--- src/rtl/core/zed_pkg.sv ---
// Shared types, constants and tables for the ZYZ Euler decomposition block.
// No dependencies; every other file in rtl/core refers to it by scoped name.
`default_nettype none
package zed_pkg;

  localparam int CORDIC_STAGES_DEF = 18;
  localparam int FRAC_BITS_DEF     = 16;

  localparam int IN_W     = 18;   // Q1.16 element parts
  localparam int PROD_W   = 36;   // one 18x18 product
  localparam int RAW_W    = 38;   // determinant parts and raw lanes
  localparam int MAG_W    = 40;   // absolute values, padded to whole bytes
  localparam int NGRP     = MAG_W / 8;
  localparam int SHW      = 6;    // normalising shift amount
  localparam int NORM_POS = 40;   // top bit position after normalisation
  localparam int VW       = 46;   // CORDIC x/y datapath
  localparam int ZW       = 34;   // CORDIC angle accumulator, Q.30 radians
  localparam int RW       = 36;   // combined angles before rounding
  localparam int ANG_FRAC = 30;
  localparam int TOL_W    = 16;
  localparam int QDEPTH   = 4;
  localparam int QAW      = $clog2(QDEPTH);

  localparam longint PI_Q30      = 64'd3373259426;
  localparam longint HALF_PI_Q30 = 64'd1686629713;
  localparam longint TWO_PI_Q30  = 64'd6746518852;

  typedef logic signed [RAW_W-1:0] raw_t;
  typedef logic        [MAG_W-1:0] mag_t;
  typedef logic signed [VW-1:0]    vw_t;
  typedef logic signed [ZW-1:0]    ang_t;
  typedef logic signed [ZW:0]      angx_t;
  typedef logic signed [RW-1:0]    rw_t;

  typedef struct packed {
    vw_t re;
    vw_t im;
  } vec_t;

  // One normalised matrix on its way from the front end to the angle engine.
  typedef struct packed {
    vec_t det;
    vec_t d;       // u11
    vec_t c;       // u10
    vec_t a;       // u00
    vec_t b;       // u01
    logic d_zero;
    logic c_zero;
  } job_t;

  // atan(2^-i) in Q.30, truncated.
  function automatic ang_t atan_q30(input int i);
    ang_t r;
    unique case (i)
      0:  r = 34'sd843314856;
      1:  r = 34'sd497837829;
      2:  r = 34'sd263043836;
      3:  r = 34'sd133525158;
      4:  r = 34'sd67021686;
      5:  r = 34'sd33543515;
      6:  r = 34'sd16775850;
      7:  r = 34'sd8388437;
      8:  r = 34'sd4194282;
      9:  r = 34'sd2097149;
      10: r = 34'sd1048575;
      11: r = 34'sd524287;
      12: r = 34'sd262143;
      13: r = 34'sd131071;
      14: r = 34'sd65535;
      15: r = 34'sd32767;
      16: r = 34'sd16383;
      17: r = 34'sd8191;
      18: r = 34'sd4095;
      19: r = 34'sd2047;
      20: r = 34'sd1023;
      21: r = 34'sd511;
      22: r = 34'sd255;
      23: r = 34'sd127;
      24: r = 34'sd63;
      25: r = 34'sd31;
      26: r = 34'sd15;
      27: r = 34'sd7;
      28: r = 34'sd3;
      29: r = 34'sd1;
      default: r = '0;
    endcase
    return r;
  endfunction

  // Bring an angle difference back into (-pi, pi].
  function automatic ang_t wrap_pi(input angx_t v);
    angx_t r;
    r = v;
    if (r > angx_t'(PI_Q30)) begin
      r = r - angx_t'(TWO_PI_Q30);
    end else if (r <= -angx_t'(PI_Q30)) begin
      r = r + angx_t'(TWO_PI_Q30);
    end
    return r[ZW-1:0];
  endfunction

endpackage
`default_nettype wire

--- src/rtl/core/zed_queue.sv ---
// Short job queue between the front end and the angle engine.
// Depends on zed_pkg.
`default_nettype none
module zed_queue (
  input  wire logic          clk,
  input  wire logic          rst,
  input  wire logic          push_valid,
  input  wire zed_pkg::job_t push_data,
  output logic               full,
  input  wire logic          pop,
  output logic               empty,
  output zed_pkg::job_t      head
);

  zed_pkg::job_t                mem [zed_pkg::QDEPTH];
  logic [zed_pkg::QAW-1:0]      wp, rp;
  logic [zed_pkg::QAW:0]        cnt;
  logic                         do_push, do_pop;

  assign full    = (cnt == (zed_pkg::QAW+1)'(zed_pkg::QDEPTH));
  assign empty   = (cnt == '0);
  assign do_push = push_valid && !full;
  assign do_pop  = pop && !empty;
  assign head    = mem[rp];

  always_ff @(posedge clk) begin
    if (do_push) mem[wp] <= push_data;
  end

  always_ff @(posedge clk) begin
    if (rst) begin
      wp  <= '0;
      rp  <= '0;
      cnt <= '0;
    end else begin
      if (do_push) begin
        wp <= (wp == zed_pkg::QAW'(zed_pkg::QDEPTH - 1)) ? '0 : wp + 1'b1;
      end
      if (do_pop) begin
        rp <= (rp == zed_pkg::QAW'(zed_pkg::QDEPTH - 1)) ? '0 : rp + 1'b1;
      end
      if (do_push && !do_pop) cnt <= cnt + 1'b1;
      else if (do_pop && !do_push) cnt <= cnt - 1'b1;
    end
  end

endmodule
`default_nettype wire

--- config.mk ---
export PLATFORM = sky130hd
export DESIGN_NAME = zed_queue
export DESIGN_NICKNAME = d
export VERILOG_FILES = /design/src/rtl/core/zed_pkg.sv /design/src/rtl/core/zed_queue.sv
export SDC_FILE = /design/constraint.sdc
export NUM_CORES = 1
export LEC_CHECK = 0
export ABC_CLOCK_PERIOD_IN_PS = 13200
export BUFFER_PORTS_ARGS = -buffer_cell sky130_fd_sc_hd__buf_4
export CAP_MARGIN = 20
export CELL_PAD_IN_SITES_DETAIL_PLACEMENT = 1
export CELL_PAD_IN_SITES_GLOBAL_PLACEMENT = 1
export CORE_ASPECT_RATIO = 2
export CORE_MARGIN = 5
export CORE_UTILIZATION = 46
export CTS_CLUSTER_DIAMETER = 120
export DETAILED_ROUTE_END_ITERATION = 6
export MAX_ROUTING_LAYER = met4
export PLACE_DENSITY = 0.86
export SLEW_MARGIN = 40
export SYNTH_ARGS = -nofsm -noshare
export SYNTH_HDL_FRONTEND = slang
export SYNTH_SLANG_ARGS = --single-unit
export TNS_END_PERCENT = 50
--- constraint.sdc ---
create_clock -name clk -period 13.2 [get_ports clk]
set_input_delay 1.32 -clock clk [delete_from_list [all_inputs] [get_ports clk]]
set_output_delay 1.32 -clock clk [all_outputs]
set_load 0.05 [all_outputs]
==> key figures <==
Synthesis
  – Cell area after synthesis: 67,000 um^2
  – Seq/Total Area, Yosys: 83.0%
  – Syn Nets: 2,936
  – Post-synth top area cell: edfxtp_1
  – Mean Syn Cell Area: 27.2 um^2
  – Distinct cells, synth: 24
  – Synth Register Bits: 1,857
  – Yosys top cell area share: 82.8%
  – Async SR Flop Fraction: 0%
  – Post-synth EDFFs: 1,848
  – Synth top cells by count: edfxtp_1, mux4_2, buf_4
  – Synthesized netlist cell count: 2,463
  – Count leader, synth: edfxtp_1
  – Top FF cell, synth: edfxtp_1
  – Ranking of synthesized cells by area: edfxtp_1, mux4_2, buf_6, buf_4, dfxtp_1
  – Syn. warnings: 0

Finish
  – Share of cells above drive strength 1: 46.6%
  – Area growth syn-to-layout: 22.0%
  – Fillcell total: 12,138
  – Final Cell Area: 81,800 um^2
  – Final net count: 3,970

Clocking
  – TritonCTS clock tree: done
  – Max H-tree Level: 4
  – Post-CTS Setup Inserts: 0
  – Clk sinks: 1,857
  – Skew-Pair Late Insertion Delay: 0.81 ns
  – CTS Root Cell: clkbuf_16
  – Maximum root-to-sink buffer count: 4
  – Hold Buf Count CTS: 0
  – Worst-path clk slew: 0.06 ns
  – CTS resizes: 0
  – Num CTS Buffers: 164

Worst setup path
  – Ordered cell list for the critical path: buf_12 -> buf_16 -> buf_6 -> mux4_2 -> buf_4
  – CP Capture Type: output pin
  – Kind of critical path: register to output pin
  – Critical path peak fanout: 54
  – Signal arrival time at the worst endpoint: 4.10 ns
  – Critical path launch point type: register
  – Crit path max-delay cell type: dfxtp_4
  – CP delay by family, top: buffers and inverters
  – Worst stage delay on the critical path: 0.77 ns
  – CP Data Required Time: 11.88 ns
  – Worst path bufs/invs: 4

Die
  – Die W: 280 um
  – IO Pins: 930
  – Core region area: 145,000 um^2
  – Die H: 550 um
  – DIE AREA: 154,000 um^2
  – Num rows: 198
  – Initial core utilization: 46.2%

STA
  – Final setup vio count: 0
  – Max-slew violations: 0
  – Hold WS: 0.507 ns
  – Relative slew slack: 41.0%
  – PnR worst setup slack: 7.78 ns
  – Clk_skew: 0.0606 ns
  – Highest clock rate: 0.185 GHz
  – RSZ-0062 raised after global routing: no
  – Tcrit/Tclk final: 41.0%
  – Final hold violations: 0
  – Setup TNS: 0 ns
  – Worst Tran Pin Value: 0.885 ns
  – Final min period: 5.42 ns

Placed design
  – Post-DP HPWL: 117,000 um
  – Post-Place Worst Slack: 8.47 ns
  – Post-place instance area: 76,400 um^2
  – GPL Wtd Cong: 0.790
  – Port-buffer cells: 929

GRT
  – GRT Util Overall: 24.6%
  – Total congestion overflow: 0
  – Initial antenna violation count: 47
  – Global-route wire length before repair: 265,000 um
  – Pin count of the biggest net entering global routing: 126
  – Vias in the first global route: 34,892

Min path
  – Worst Hold Class: register to register

Job
  – Max-Cap Viols: 0

Routing
  – Via density per instance: 5.78
  – Iter 0 DRT Violations: 3,535
  – Antenna Nets Post-Route: 0
  – DRC viols: 0
  – Drt first pass iters: 5
  – Average wire per standard cell: 33.6 um
  – Total number of vias: 32,177
  – Final WL: 187,000 um

Power
  – Worst VDD drop: 0.196 mV
  – P_leak: 26.9 nW
  – Power per cell area: 217 nW/um^2

Status
  – Status: completed
[flip-flops by register name, summed over array words and instances, names as in the netlist, named ones only]
name / flops
cnt: 3
rp: 2
mem: 1848
wp: 2
[per-stage QoR]
stage / std cells / total power [mW] / util [%]
6_report: 5565 / 17.7 / 56.3
2_1_floorplan: 2463 / 11.4 / -
3_3_place_gp: 5222 / 12.8 / 52.4
3_5_place_dp: 5231 / 13.0 / 52.6
5_1_grt: 5559 / 18.3 / 56.3
4_1_cts: 5518 / 17.9 / 56.2
[worst paths after layout]
| path | start | to | cells past startpoint | slack (ns) |
|---|---|---|---|---|
| setup / recovery | register | head[351] | 5 | 7.78 |
| setup reg to reg | cnt[0]$_SDFFE_PP0P_ | mem[2][123]$_DFFE_PP_ | 5 | 9.46 |
| hold / removal | rp[0]$_SDFFE_PP0P_ | register | 2 | 0.51 |
| hold reg to reg | rp[0]$_SDFFE_PP0P_ | register | 2 | 0.51 |
[worst min-delay path: cells and delay by family (launching register included)]
family          cells  cell delay (ns)
flops               1             0.32
compound gates      1             0.08
simple gates        1             0.06
[where the power goes]
group | switching, mW | internal, mW | total [mW] | leakage, nW
clock | 2.17 | 2.63 | 4.80 | 2.54
combinational | 3.78 | 1.79 | 5.58 | 7.35
sequential | 0.205 | 7.13 | 7.34 | 17.0
total | 6.16 | 11.6 | 17.7 | 26.9
[kinds of logic (layout without fill, tap and decap cells)]
logic type / Yosys count / after routing / share of synthesized area (%)
flops: 1857 / 1857 / 83.0
mux: 464 / 464 / 15.6
buf+inv: 110 / 1265 / 1.05
simple gates: 16 / 16 / 0.127
fa+ha+maj: 7 / 7 / 0.142
compound gates: 7 / 7 / 0.0597
xor+xnor: 2 / 2 / 0.0261
other cells: 0 / 47 / 0
[cells in the final DEF (no fill, tap or decap), drive strengths merged, types with 9 or more instances in the layout]
cell and n:
dfxtp 9, buf 973, diode 47, clkinv 54, inv 19, clkbuf 188
mux4 462, clkinvlp 15, bufinv 16, edfxtp 1848
[layer usage]
layer	global-route usage [%]	up-vias	share of wire, %
li1	-	12870	-
met1	28.1	17100	34
met2	40.2	1926	51
met3	9.82	281	12
met4	7.55	0	3.1
met5	-	-	0
[cell type report]
cell class / count / area [um^2] / area share, %
clock inverters: 99 / 1030 / 1.26
repair buffers: 973 / 7650 / 9.36
inverters: 5 / 18.8 / 0.0230
multi-input cells: 496 / 10700 / 13.1
diodes: 47 / 118 / 0.144
well taps: 1900 / 2380 / 2.91
clock buffers: 188 / 4210 / 5.15
flip-flops and latches: 1857 / 55700 / 68.1
(Power assumes the default switching activity.)
